$ cat src/elu_pkg.sv
`timescale 1ns / 1ps
// Shared constants, types and exp lookup tables for the ELU activation block.
// Depends on nothing; used by elu_csr, elu_datapath and elu_activation.
package elu_pkg;

   // Data format
   localparam int DATA_WIDTH      = 16;
   localparam int FRAC_BITS       = 12;
   localparam int SCALE_WIDTH     = DATA_WIDTH - 1;
   localparam int EXP_TABLE_DEPTH = 256;

   // Exp argument split: u = -(sample * arg_scale) has 2*FRAC_BITS fraction bits
   localparam int TF            = 2 * FRAC_BITS;
   localparam int U_BITS        = 2 * DATA_WIDTH - 2;
   localparam int IDX_BITS      = $clog2(EXP_TABLE_DEPTH);
   localparam int W_BITS        = 16;
   localparam int INT_ENTRIES   = 17;
   localparam int INT_IDX_BITS  = $clog2(INT_ENTRIES);
   localparam int INT_TAB_SLOTS = 1 << INT_IDX_BITS;

   // Q1.30 table format
   localparam int Q_FRAC = 30;
   localparam int Q_BITS = Q_FRAC + 1;

   // Intermediate result widths
   localparam int PROD_BITS = 2 * DATA_WIDTH;
   localparam int YP_BITS   = PROD_BITS - FRAC_BITS;
   localparam int NP_BITS   = Q_BITS + 1 + DATA_WIDTH;
   localparam int YN_BITS   = NP_BITS - Q_FRAC;

   // Pipeline depth, output register included
   localparam int STAGES = 6;

   // Exp term is zero beyond this argument magnitude (16.0)
   localparam logic [U_BITS-1:0] DEEP_LIMIT = U_BITS'(16) << TF;

   // Register reset value: 1.0 in Q4.12
   localparam logic [DATA_WIDTH-1:0] COEF_ONE = DATA_WIDTH'(1 << FRAC_BITS);

   // Configuration port
   localparam int CSR_ADDR_BITS = 4;
   localparam int CSR_DATA_BITS = 32;
   localparam int REG_IDX_BITS  = 2;
   localparam logic [REG_IDX_BITS-1:0] REG_NEG_COEF  = 2'd0;
   localparam logic [REG_IDX_BITS-1:0] REG_POS_COEF  = 2'd1;
   localparam logic [REG_IDX_BITS-1:0] REG_ARG_SCALE = 2'd2;

   typedef struct packed {
      logic signed [DATA_WIDTH-1:0]  neg_coef;
      logic signed [DATA_WIDTH-1:0]  pos_coef;
      logic        [SCALE_WIDTH-1:0] arg_scale;
   } coef_type;

   typedef logic [Q_BITS-1:0]                             q30_type;
   typedef logic [EXP_TABLE_DEPTH-1:0][Q_BITS-1:0]        frac_tab_type;
   typedef logic [INT_TAB_SLOTS-1:0][Q_BITS-1:0]          int_tab_type;

   // exp(-x) in Q1.30 for 0 <= x <= 1.0, alternating Taylor series of 21 terms
   function automatic q30_type exp_neg_q30(input logic [63:0] x);
      logic [63:0]        term;
      logic signed [63:0] sum;
      term = 64'd1 << Q_FRAC;
      sum  = 64'sd1 <<< Q_FRAC;
      for (int k = 1; k <= 20; k++) begin
         term = ((term * x) >> Q_FRAC) / 64'(k);
         if ((k % 2) == 1) begin
            sum = sum - $signed(term);
         end else begin
            sum = sum + $signed(term);
         end
      end
      return Q_BITS'(sum);
   endfunction

   // Fraction table exp(-k/DEPTH); offset 1 gives the next entry for interpolation
   function automatic frac_tab_type build_frac_tab(input int offset);
      frac_tab_type tab;
      logic [63:0]  x;
      for (int k = 0; k < EXP_TABLE_DEPTH; k++) begin
         x      = (64'(k + offset) << Q_FRAC) / 64'(EXP_TABLE_DEPTH);
         tab[k] = exp_neg_q30(x);
      end
      return tab;
   endfunction

   // Integer table exp(-n), n = 0..16; unused slots are zero
   function automatic int_tab_type build_int_tab();
      int_tab_type tab;
      logic [63:0] prod;
      tab    = '0;
      tab[0] = Q_BITS'(64'd1 << Q_FRAC);
      tab[1] = exp_neg_q30(64'd1 << Q_FRAC);
      for (int k = 2; k < INT_ENTRIES; k++) begin
         prod   = 64'(tab[k-1]) * 64'(tab[1]);
         tab[k] = Q_BITS'((prod + (64'd1 << (Q_FRAC - 1))) >> Q_FRAC);
      end
      return tab;
   endfunction

   localparam frac_tab_type FRAC_LO_TAB = build_frac_tab(0);
   localparam frac_tab_type FRAC_HI_TAB = build_frac_tab(1);
   localparam int_tab_type  INT_TAB     = build_int_tab();

endpackage

$ cat src/elu_csr.sv
`timescale 1ns / 1ps
// APB-style register file holding the ELU coefficients.
// Depends on elu_pkg for register codes, widths and the coef_type struct.
module elu_csr (
   input  logic                                 clock,
   input  logic                                 reset,
   input  logic                                 csr_psel,
   input  logic                                 csr_penable,
   input  logic                                 csr_pwrite,
   input  logic [elu_pkg::CSR_ADDR_BITS-1:0]    csr_paddr,
   input  logic [elu_pkg::CSR_DATA_BITS-1:0]    csr_pwdata,
   output logic [elu_pkg::CSR_DATA_BITS-1:0]    csr_prdata,
   output logic                                 csr_pready,
   output elu_pkg::coef_type                    coef
);

   elu_pkg::coef_type                    coef_ff;
   elu_pkg::coef_type                    coef_in;
   logic [elu_pkg::REG_IDX_BITS-1:0]     reg_idx;
   logic                                 wr_en;

   assign reg_idx    = csr_paddr[elu_pkg::CSR_ADDR_BITS-1:2];
   assign wr_en      = csr_psel & csr_penable & csr_pwrite;
   assign csr_pready = 1'b1;
   assign coef       = coef_ff;

   // Write decode: low bits of the data word are kept
   always_comb begin
      coef_in = coef_ff;
      if (wr_en) begin
         unique case (reg_idx)
            elu_pkg::REG_NEG_COEF: begin
               coef_in.neg_coef = $signed(csr_pwdata[elu_pkg::DATA_WIDTH-1:0]);
            end
            elu_pkg::REG_POS_COEF: begin
               coef_in.pos_coef = $signed(csr_pwdata[elu_pkg::DATA_WIDTH-1:0]);
            end
            elu_pkg::REG_ARG_SCALE: begin
               coef_in.arg_scale = csr_pwdata[elu_pkg::SCALE_WIDTH-1:0];
            end
            default: begin
               coef_in = coef_ff;
            end
         endcase
      end
   end

   always_ff @(posedge clock) begin
      if (reset) begin
         coef_ff.neg_coef  <= $signed(elu_pkg::COEF_ONE);
         coef_ff.pos_coef  <= $signed(elu_pkg::COEF_ONE);
         coef_ff.arg_scale <= elu_pkg::COEF_ONE[elu_pkg::SCALE_WIDTH-1:0];
      end else begin
         coef_ff <= coef_in;
      end
   end

   // Read mux
   always_comb begin
      unique case (reg_idx)
         elu_pkg::REG_NEG_COEF: begin
            csr_prdata = elu_pkg::CSR_DATA_BITS'(unsigned'(coef_ff.neg_coef));
         end
         elu_pkg::REG_POS_COEF: begin
            csr_prdata = elu_pkg::CSR_DATA_BITS'(unsigned'(coef_ff.pos_coef));
         end
         elu_pkg::REG_ARG_SCALE: begin
            csr_prdata = elu_pkg::CSR_DATA_BITS'(coef_ff.arg_scale);
         end
         default: begin
            csr_prdata = '0;
         end
      endcase
   end

endmodule

$ cat config.mk
export PLATFORM = sky130hd
export DESIGN_NAME = elu_csr
export DESIGN_NICKNAME = d
export VERILOG_FILES = /design/src/elu_pkg.sv /design/src/elu_csr.sv
export SDC_FILE = /design/constraint.sdc
export NUM_CORES = 1
export LEC_CHECK = 0
export ABC_CLOCK_PERIOD_IN_PS = 1600
export BUFFER_PORTS_ARGS = -buffer_cell sky130_fd_sc_hd__clkbuf_2
export CAP_MARGIN = 20
export CORE_MARGIN = 5
export CORE_UTILIZATION = 47
export CTS_BUF_LIST = sky130_fd_sc_hd__clkbuf_8
export DETAILED_ROUTE_END_ITERATION = 10
export PLACE_DENSITY = 0.82
export SLEW_MARGIN = 15
export SYNTH_ARGS = -nofsm -noshare
export SYNTH_HDL_FRONTEND = slang
export SYNTH_SLANG_ARGS = --single-unit
$ cat constraint.sdc
create_clock -name clock -period 1.6 [get_ports clock]
set_clock_uncertainty 0.1 [all_clocks]
set_input_delay 0.24 -clock clock [delete_from_list [all_inputs] [get_ports clock]]
set_output_delay 0.24 -clock clock [all_outputs]
set_load 0.005 [all_outputs]
Yosys cells after proc, flatten, opt, wreduce, memory -nomap -nowiden
Cells that the tools add are included.
- bits in registers: 47
- input port bits: 41
- reduce and logical (&&, ||, !) cells: 4
- eq/ne operators: 2
- mux-type cells: 1
- bitwise operators: 2
- operators by type and width (operator ; number):
    16-bit case mux with 3 select lines ; 1
    2-bit AND reduction ; 3
    1-bit AND ; 2
    2-bit by 1-bit equality test with 1-bit output, second input constant ; 1
    2-bit equality test, second input constant ; 1
    2-bit zero test ; 1

Logic depth before layout (Yosys ltp)
Gate-level depths: netlist (run 1).
- depth after elaboration: 3
- mapped depth: 5

Worst setup path before layout (run 1)
Ideal clock, no wire load.
- path type: in2out
- start point: input port csr_paddr[2] in the netlist's numbering
- end point: output port csr_prdata[10] in the netlist's numbering
- data required time: 1.260 ns
- stages on the path: 4
- buffers on the path: 2
- slack: 0.305 ns
- data arrival time: 0.955 ns
- cell sequence: buf_4 buf_2 mux2i_1 o21ai_0
- word-level cells in the longest chain between the ends: 2
- elaborated cells on any way between the ends: 4
- those cells by class: eq/ne: 2; mux: 1; reduce/logical: 1
- RTL lines (what ; line ; RTL):
    start, declared ; elu_csr.sv:10 ; input logic [elu_pkg::CSR_ADDR_BITS-1:0] csr_paddr,
    2-bit equality test, or another cell as far along ; elu_csr.sv:60 ; unique case (reg_idx)
    16-bit case mux with 3 select lines * ; elu_csr.sv:60 ;
    end, declared ; elu_csr.sv:12 ; output logic [elu_pkg::CSR_DATA_BITS-1:0] csr_prdata,
Mark *: on every way between the ends. The rest lies on a longest branch, timed or not.

Worst setup path in the final report (run 1)
- start point: register coef_ff, in the netlist coef[20]
- end point: output port csr_prdata[5] in the netlist's numbering
- word-level cells in the longest chain between the ends: 1
- RTL lines (what ; line ; RTL):
    start, declared ; elu_csr.sv:17 ; elu_pkg::coef_type coef_ff;
    start signal, assigned ; elu_csr.sv:54 ; coef_ff <= coef_in;
    16-bit case mux with 3 select lines ; elu_csr.sv:60 ;
No other way between the ends.

==> results by group, run 1 <==
Run status
  • Outcome: completed

Synth
  • Synth Area in Adders: 0
  • XOR/XNOR Fraction of Synth Area: 0
  • Seq cells post-synth: 47
  • Mux share of post-synthesis cell area: 0.265
  • Most common cell in the netlist: mux2i_1
  • Yosys top cell by area: dfxtp_1
  • Compound-Gate Fraction of Synth Area: 0.0315
  • Post-synthesis cell type count: 19
  • Top post-synthesis cells by area: dfxtp_1, mux2i_1, nand2b_1
  • Post-Synthesis Cells: between 200 and 250
  • Synth Flop Type: dfxtp_1
  • Syn_area_per_cell: a little under 10 um2
  • Post-synth design cell area: roughly 2400 um2
  • Fraction of registers with async set or reset after synthesis: 0
  • Seq/Total Area, Yosys: 0.395
  • Post-Synth Simple-Gate Area: 0.216
  • EDFF count, synth: 0
  • Largest family of logic cells by synthesized area: multiplexers
  • Yosys top cell area share: 0.395
  • Ys Warns: 0
  • Most frequent cells after synthesis: mux2i_1, nand2b_1, dfxtp_1, buf_4

CTS
  • H-tree levels: 2
  • Hold Buf Count CTS: 0
  • TritonCTS Buffers: 5
  • TritonCTS Sinks: 47
  • Worst-skew pair later-pin latency: between 0.2 and 0.3 ns
  • Postcts setup bufs: 0
  • Clk root buf: clkbuf_8
  • CTS resizes: 0
  • Clock slew at reported path FFs: about 0.080 ns
  • CTS max path bufs: 2
  • CTS tree: built

Floorplanning
  • IO Count: around 120
  • Initial Util: 0.475
  • Core Rows: 26
  • Die Span X: 81.2 um
  • Core Box Area: approximately 5000 um2
  • Die ar.: ~6600 um2
  • Die height: approximately 81 um

Route
  • Starting DRT DRC Count: 83
  • WL final: between 5000 and 6000 um
  • Met2 routed WL: 2580 um
  • Via density: 4.72
  • WL met1: ~2400 um
  • Wire length per cell: 13.5 um
  • Final ANT Viol Nets: 0
  • Vias: around 1,900
  • # DRC: 0
  • Wire length on met3: around 440 um
  • Top Layer Used: met4
  • Drt pass-1 iters: 4

Worst setup path
  • Req. time, crit path: 1.26 ns
  • Critical path fanouts, max: 3
  • Delay of the slowest critical-path stage: between 0.3 and 0.4 ns
  • CP arrival: approximately 1.1 ns
  • Worst setup EP type: primary output
  • Worst-path cell chain: mux2i_1, o21ai_0, clkbuf_2
  • R2R Setup Slk: 0.86 ns
  • Kind of critical path: reg2out
  • Crit start category: register
  • CP max stage cell: dfxtp_1

Global route
  • Vias in the first global route: ~1,800
  • Initial antenna violation count: 0
  • Largest net degree at the start of global routing: 64
  • Overall Global Routing Usage: 0.172
  • First-pass GRT wire length: 8720 um
  • Grt total ovfl: 0

Final layout
  • Multi-input gate area: about 1300 um2
  • Non-filler cells, final: just over 400
  • Storage element area: roughly 940 um2
  • Net count, final: between 300 and 400
  • Share of cells above drive strength 1: 0.332
  • Largest register FFs: between 40 and 50
  • Fill count: around 480
  • Area Overhead vs Synth: 24.9%
  • ANT cells: 0

STA
  • TNS Setup: 0 ns
  • Final worst slack: around 0.18 ns
  • Crit share post-route: 0.890
  • Final Max Tran Viols: 0
  • Hold_ws: approximately 0.10 ns
  • # setup viols final: 0
  • Period minus WS final: 1.42 ns
  • Final-report hold violation count: 0
  • RSZ-0062 raised after global routing: false
  • Fmax: roughly 700 MHz

Pwr
  • Leakage Power: about 1.5 nW
  • Total Power: 2.32 mW
  • Power per cell area: ~800 nW/um2
  • Max IR drop VDD: about 0.60 mV

Placement
  • DP Worst Slack: about 0.055 ns
  • Port Buf Inserts: 85
  • Final GP Congestion: a little over 0.7
  • DP HPWL: 4090 um
  • Placed cells: slightly below 400

Job
  • Max Cap Viol: 0

Worst hold path
  • Hold crit path type: in2reg
-- layout make-up --
type / count / share of cell area
clock buffers: 6 / 0.0278
clock inverters: 2 / 0.0118
multi-input cells: 181 / 0.434
flip-flops and latches: 47 / 0.316
well taps: 70 / 0.0295
repair buffers: 98 / 0.180
-- metrics by stage --
step,util,instance area [um2]
CTS,0.593,2970
global route,0.593,2970
global placement,0.570,2860
detailed placement,0.570,2860
floorplan,-,2440
finish,0.593,2970
-- layout by cell type, fill, tap and decap left out, drive strengths merged --
master  Yosys  layout
bufinv      0       1
o21ai      15      15
nand2      15      15
or3b        1       1
clkbuf      8      91
nor2b       1       1
nor3        1       1
clkinv      0       1
nor3b       1       1
nand2b     59      59
nand4       1       1
conb        2      17
nor2        5       5
buf        26      13
or3         1       1
mux2i      63      63
nand3       1       1
dfxtp      47      47
-- layer usage --
metal,vias up,GRT usage
met4,0,0.0355
met1,887,0.209
li1,950,-
met3,5,0.0532
met5,-,0
met2,63,0.298
-- critical path: cells and delay by family, from the launching register on --
family | cells | cell delay (ns)
buffers and inverters | 1 | 0.15
muxes | 1 | 0.08
DFF | 1 | 0.38
AOI/OAI and AO/OA | 1 | 0.18
-- kinds of logic (layout without fill, tap and decap cells) --
| kind of cell | after synthesis | in the layout |
|---|---|---|
| and+or+nand+nor | 86 | 86 |
| muxes | 63 | 63 |
| DFF | 47 | 47 |
| buffers and inverters | 34 | 106 |
| AOI/OAI and AO/OA | 15 | 15 |
| other | 2 | 17 |
-- power breakdown --
group	total [mW]	switching [mW]	leakage [nW]	internal, mW
Sequential	1.20	0.0118	0.379	1.18
Clock	0.899	0.393	0.0612	0.506
Combinational	0.223	0.117	1.07	0.107
-- worst paths after layout --
check                                    start       endpoint  depth (start not counted)
worst max-delay path                  coef[20]  csr_prdata[5]                          3
worst min-delay path            csr_pwdata[15]       coef[30]                          3
worst min register to register        coef[35]       coef[35]                          2
worst max register to register        coef[27]       coef[27]                          2
Power figures use the tool's default switching activity.
==> inputs of run 2 (changes only) <==
--- a/config.mk
+++ b/config.mk
@@ -5,6 +5,7 @@
 export SDC_FILE = /design/constraint.sdc
 export NUM_CORES = 1
 export LEC_CHECK = 0
+export ABC_AREA = 1
 export ABC_CLOCK_PERIOD_IN_PS = 1600
 export BUFFER_PORTS_ARGS = -buffer_cell sky130_fd_sc_hd__clkbuf_2
 export CAP_MARGIN = 20
==> results by group, run 2 <==
Floorplanning
  • Die Span X: 81.5 um
  • IO Count: approximately 120
  • Die ar.: 6640 um2
  • Core Box Area: between 5000 and 6000 um2
  • Core Rows: 26
  • Die height: 81.5 um
  • Initial Util: 0.476

Pwr
  • Gate power share: 0.135
  • Total Power: ~2.2 mW
  • Max IR drop VDD: 0.313 mV
  • Sequential share of power: 0.547
  • Leakage Power: about 1.5 nW
  • Switch Pwr: 0.606 mW
  • Switching power share of the total: 0.273
  • Clk pwr share: 0.318
  • Power per cell area: around 770 nW/um2
  • Cell internal pwr: roughly 1.6 mW

CTS
  • TritonCTS Buffers: 5
  • H-tree levels: 2
  • CTS max path bufs: 2
  • Worst-skew pair later-pin latency: 0.30 ns
  • Postcts setup bufs: 0
  • CTS tree: built
  • Hold Buf Count CTS: 0
  • Clk root buf: clkbuf_8
  • Clock slew at reported path FFs: 0.09 ns
  • TritonCTS Sinks: 47
  • CTS resizes: 0

Placement
  • Post-DP Area: roughly 2800 um2
  • Final GP Congestion: around 0.84
  • DP Worst Slack: between 0.15 and 0.2 ns
  • Port Buf Inserts: 85
  • Placed cells: ~510
  • DP HPWL: approximately 4300 um

Final layout
  • ANT cells: 0
  • Largest register FFs: 47
  • Non-filler cells, final: between 500 and 600
  • Fin area: slightly below 3000 um2
  • Commonest non-fill, non-tap cells in the layout: nand2_1, nor2_1, clkbuf_2
  • Commonest non-fill, non-tap cell in the layout: nand2_1
  • Net count, final: 486
  • Area Overhead vs Synth: 20.7%
  • Share of cells above drive strength 1: 0.260
  • Final core utilization: 0.575
  • Fill count: 496

Synth
  • Most common cell in the netlist: nand2_1
  • Post-Synthesis Cells: roughly 360
  • Seq/Total Area, Yosys: 0.392
  • Post-synthesis cell type count: 15
  • Seq cells post-synth: 47
  • Syn_area_per_cell: approximately 6.6 um2
  • Fraction of registers with async set or reset after synthesis: 0
  • Yosys top cell by area: dfxtp_1
  • EDFF count, synth: 0
  • Synth Flop Type: dfxtp_1
  • Most frequent cells after synthesis: nand2_1, nor2_1, nand3_1, dfxtp_1, buf_4
  • Post-synth design cell area: between 2000 and 2500 um2
  • Top post-synthesis cells by area: dfxtp_1, nand2_1, nor2_1
  • Yosys top cell area share: 0.392
  • Ys Warns: 0

Global route
  • Grt total ovfl: 0
  • Vias in the first global route: roughly 2,200
  • Overall Global Routing Usage: 0.195
  • First-pass GRT wire length: ~10,000 um
  • Largest net degree at the start of global routing: 48
  • Initial antenna violation count: 0

Worst hold path
  • Worst Hold Depth: 3
  • Hold crit path type: in2reg
  • Hold Path Sink: coef[27]
  • Worst hold start: csr_pwdata[12]

STA
  • Period minus WS final: roughly 1.4 ns
  • Crit share post-route: 0.886
  • Fmax: between 700 and 800 MHz
  • Hold_ws: approximately 0.09 ns
  • TNS Setup: 0 ns
  • RSZ-0062 raised after global routing: false
  • Final Max Tran Viols: 0
  • Final worst slack: 0.182 ns
  • # setup viols final: 0
  • Final-report hold violation count: 0

Worst setup path
  • Delay of the slowest critical-path stage: about 0.21 ns
  • Req. time, crit path: ~1.3 ns
  • Crit-path leading delay family: buffers and inverters
  • FF-to-FF End: coef[3]
  • CP arrival: around 1.1 ns
  • Kind of critical path: in2out
  • Crit start category: primary input
  • Worst-path cell chain: clkbuf_2, inv_2, nor2_2, buf_4, nand2_1, nand3_1, clkbuf_2
  • Worst setup EP type: primary output
  • Critical R2R Launch: coef[3]
  • Worst Reg2Reg Path Length in Cells: 2
  • Critical path fanouts, max: 9
  • Cell mode on critical path: clkbuf_2
  • CP max stage cell: buf_4
  • R2R Setup Slk: 0.88 ns
  • Buf/Inv on CP: 4

Route
  • Via density: between 4 and 5
  • Final ANT Viol Nets: 0
  • Drt pass-1 iters: 5
  • Vias: between 2,000 and 2,500
  • Starting DRT DRC Count: around 110
  • WL final: 6100 um
  • Wire length per cell: roughly 12 um
  • # DRC: 0

Run status
  • Outcome: completed

Job
  • Max Cap Viol: 0
[run 2: changes by cell type after synthesis, sizes merged, moves of 12 or more]
cell,previous run,this run
nand2b,59,0
nor2,5,95
buf,26,38
o21ai,15,3
inv,0,19
nand3,1,63
mux2i,63,0
nand2,15,96
[run 2: cells by family after synthesis]
logic type	synth area share
buffers and inverters	0.145
AO/OA/AOI/OAI	0.00990
flip-flops	0.392
other	0.00313
AND/OR/NAND/NOR	0.450
[run 2: layer usage]
layer | global-route usage | routed length, um | vias to the layer above
li1 | - | - | 1254
met1 | 0.237 | 2580 | 1098
met2 | 0.340 | 2940 | 90
met3 | 0.0515 | 525 | 6
met4 | 0.0473 | 48 | 0
met5 | 0 | 0 | -
[run 2: worst max path at each step]
stage	from	end	slack, ns	cells past startpoint
3_5_place_dp	csr_paddr[2]	csr_prdata[4]	0.19	7
4_1_cts	csr_paddr[2]	csr_prdata[4]	0.19	7
2_1_floorplan	csr_paddr[3]	csr_prdata[10]	0.50	6
3_3_place_gp	csr_paddr[2]	csr_prdata[4]	0.20	7
5_1_grt	csr_paddr[2]	csr_prdata[4]	0.08	7
6_report	csr_paddr[3]	csr_prdata[13]	0.18	7
[run 2: tightest hold or removal path, delay by kind of cell]
kind          cells  cell delay, ns
buf+inv           1            0.10
simple gates      2            0.11
[run 2: final cells by class]
| type | count | area (um2) | share of cell area |
|---|---|---|---|
| clock buffers | 5 | 68.8 | 0.0237 |
| clock inverters | 3 | 20.0 | 0.00691 |
| inverters | 19 | 71.3 | 0.0246 |
| multi-input cells | 275 | 1170 | 0.404 |
| flip-flops and latches | 47 | 941 | 0.325 |
| well taps | 70 | 87.6 | 0.0302 |
| repair buffers | 97 | 541 | 0.186 |
[run 2: power groups by stage]
stage | clock, mW | sequential (mW) | combinational, mW
finish | 0.707 | 1.21 | 0.299
global route | 0.777 | 1.22 | 0.340
CTS | 0.721 | 1.21 | 0.299
detailed placement | 0 | 1.24 | 0.299
global placement | 0 | 1.24 | 0.293
floorplan | 0 | 1.24 | 0.213
==> inputs of run 3 (changes only) <==
--- a/config.mk
+++ b/config.mk
@@ -6,10 +6,10 @@
 export NUM_CORES = 1
 export LEC_CHECK = 0
 export ABC_AREA = 1
-export ABC_CLOCK_PERIOD_IN_PS = 1600
+export ABC_CLOCK_PERIOD_IN_PS = 1540
 export BUFFER_PORTS_ARGS = -buffer_cell sky130_fd_sc_hd__clkbuf_2
 export CAP_MARGIN = 20
-export CORE_MARGIN = 5
+export CORE_MARGIN = 1
 export CORE_UTILIZATION = 47
 export CTS_BUF_LIST = sky130_fd_sc_hd__clkbuf_8
 export DETAILED_ROUTE_END_ITERATION = 10
==> constraint.sdc (replaced) <==
create_clock -name clock -period 1.54 [get_ports clock]
set_clock_uncertainty 0.1 [all_clocks]
set_input_delay 0.231 -clock clock [delete_from_list [all_inputs] [get_ports clock]]
set_output_delay 0.231 -clock clock [all_outputs]
set_load 0.005 [all_outputs]
==> results by group, run 3 (synthesis results as in run 2) <==
Floorplanning
  • Core Box Area: between 4000 and 5000 um2
  • Core Rows: 25
  • Die Span X: around 73 um
  • Die ar.: approximately 5400 um2
  • Die height: between 70 and 80 um
  • IO Count: roughly 120
  • Initial Util: 0.498

Run status
  • Outcome: completed

Worst hold path
  • Worst Hold Depth: 3
  • Worst hold start: csr_pwdata[12]
  • Hold Path Sink: coef[43]
  • Hold crit path type: in2reg

Placement
  • DP HPWL: between 3000 and 4000 um
  • Port Buf Inserts: 85
  • Final GP Congestion: slightly above 0.8
  • Placed cells: about 500

Worst setup path
  • Kind of critical path: in2out
  • Critical path fanouts, max: 10
  • Req. time, crit path: around 1.2 ns
  • CP arrival: around 1.1 ns
  • Delay of the slowest critical-path stage: approximately 0.22 ns
  • Worst setup EP type: primary output
  • R2R Setup Slk: between 0.8 and 0.9 ns
  • Worst-path cell chain: clkbuf_2, inv_2, nor2_2, buf_4, nand2_1, nand3_1, clkbuf_2
  • Crit start category: primary input
  • FF-to-FF End: coef[13]
  • CP max stage cell: buf_4
  • Cell mode on critical path: clkbuf_2
  • Critical R2R Launch: coef[13]
  • Worst Reg2Reg Path Length in Cells: 2

CTS
  • Worst-skew pair later-pin latency: ~0.28 ns
  • H-tree levels: 2
  • Clk root buf: clkbuf_8
  • CTS max path bufs: 2
  • Postcts setup bufs: 0
  • CTS tree: built
  • Clock slew at reported path FFs: 0.09 ns
  • TritonCTS Buffers: 5
  • TritonCTS Sinks: between 40 and 50
  • CTS resizes: 0
  • Hold Buf Count CTS: 0

Final layout
  • Commonest non-fill, non-tap cell in the layout: nand2_1
  • Commonest non-fill, non-tap cells in the layout: nand2_1, nor2_1, clkbuf_2
  • Non-filler cells, final: 511
  • ANT cells: 0
  • Net count, final: 484
  • Final core utilization: 0.607
  • Area Overhead vs Synth: 21.7%
  • Largest register FFs: 47
  • Share of cells above drive strength 1: 0.252

Pwr
  • Max IR drop VDD: 0.552 mV
  • Leakage Power: 1.47 nW
  • Total Power: around 2.3 mW
  • Power per cell area: 782 nW/um2

Route
  • Wire length per cell: roughly 11 um
  • Vias: between 2,000 and 2,500
  • WL final: between 5000 and 6000 um
  • Final ANT Viol Nets: 0
  • # DRC: 0
  • Drt pass-1 iters: 7
  • Via density: about 4.7
  • Starting DRT DRC Count: around 160

STA
  • # setup viols final: 0
  • RSZ-0062 raised after global routing: false
  • Crit share post-route: 0.927
  • Hold_ws: about 0.096 ns
  • Fmax: 701 MHz
  • Final Max Tran Viols: 0
  • Final-report hold violation count: 0
  • TNS Setup: 0 ns
  • Period minus WS final: between 1 and 1.5 ns

Global route
  • Overall Global Routing Usage: 0.211
  • Largest net degree at the start of global routing: between 40 and 50
  • Grt total ovfl: 0
  • First-pass GRT wire length: 8870 um
  • Vias in the first global route: 1,985
  • Initial antenna violation count: 0

Job
  • Max Cap Viol: 0
-- run 3: changes by cell type in the layout (fill, tap and decap cells not counted) --
cell        previous run  this run
buf_4                 10         4
inv_1                 16        18
clkinvlp_4             2         0
buf_12                 2         6
-- run 3: per-stage QoR --
stage | setup slack [ns] | instance area, um2
after floorplan | 0.462 | 2460
after detailed placement | 0.130 | 2840
after global placement | 0.153 | 2840
after CTS | 0.116 | 2920
after global routing | 0.0594 | 2920
final | 0.113 | 2920
-- run 3: metal layers --
layer,wire (um),vias to the layer above,global-route usage
met5,0,-,0
met4,34,0,0.0641
met2,2800,92,0.368
li1,-,1248,-
met3,359,4,0.0384
met1,2560,1072,0.265
-- run 3: worst max path at each step --
stage          depth (start not counted)              to  slack [ns]          from
2_1_floorplan                          6  csr_prdata[10]        0.46  csr_paddr[3]
3_3_place_gp                           7  csr_prdata[12]        0.15  csr_paddr[2]
3_5_place_dp                           7  csr_prdata[12]        0.13  csr_paddr[2]
4_1_cts                                7  csr_prdata[12]        0.12  csr_paddr[2]
5_1_grt                                7   csr_prdata[7]        0.06  csr_paddr[2]
6_report                               7  csr_prdata[12]        0.11  csr_paddr[2]
-- run 3: worst max-delay path: cells and delay by family --
kind | cells | cell delay, ns
buffers and inverters | 4 | 0.53
and+or+nand+nor | 3 | 0.32
-- run 3: area by class of cell --
class	count	area, um2
repair buffers	95	576
clock buffers	5	68.8
multi-input cells	275	1170
inverters	19	71.3
fillers	482	1890
clock inverters	3	12.5
flip-flops and latches	47	941
well taps	67	83.8
-- run 3: power by group --
| group | leakage (nW) | internal (mW) | switching [mW] |
|---|---|---|---|
| Clock | 0.0505 | 0.306 | 0.399 |
| Combinational | 1.04 | 0.127 | 0.192 |
| Sequential | 0.380 | 1.24 | 0.0207 |
| Total | 1.47 | 1.67 | 0.612 |
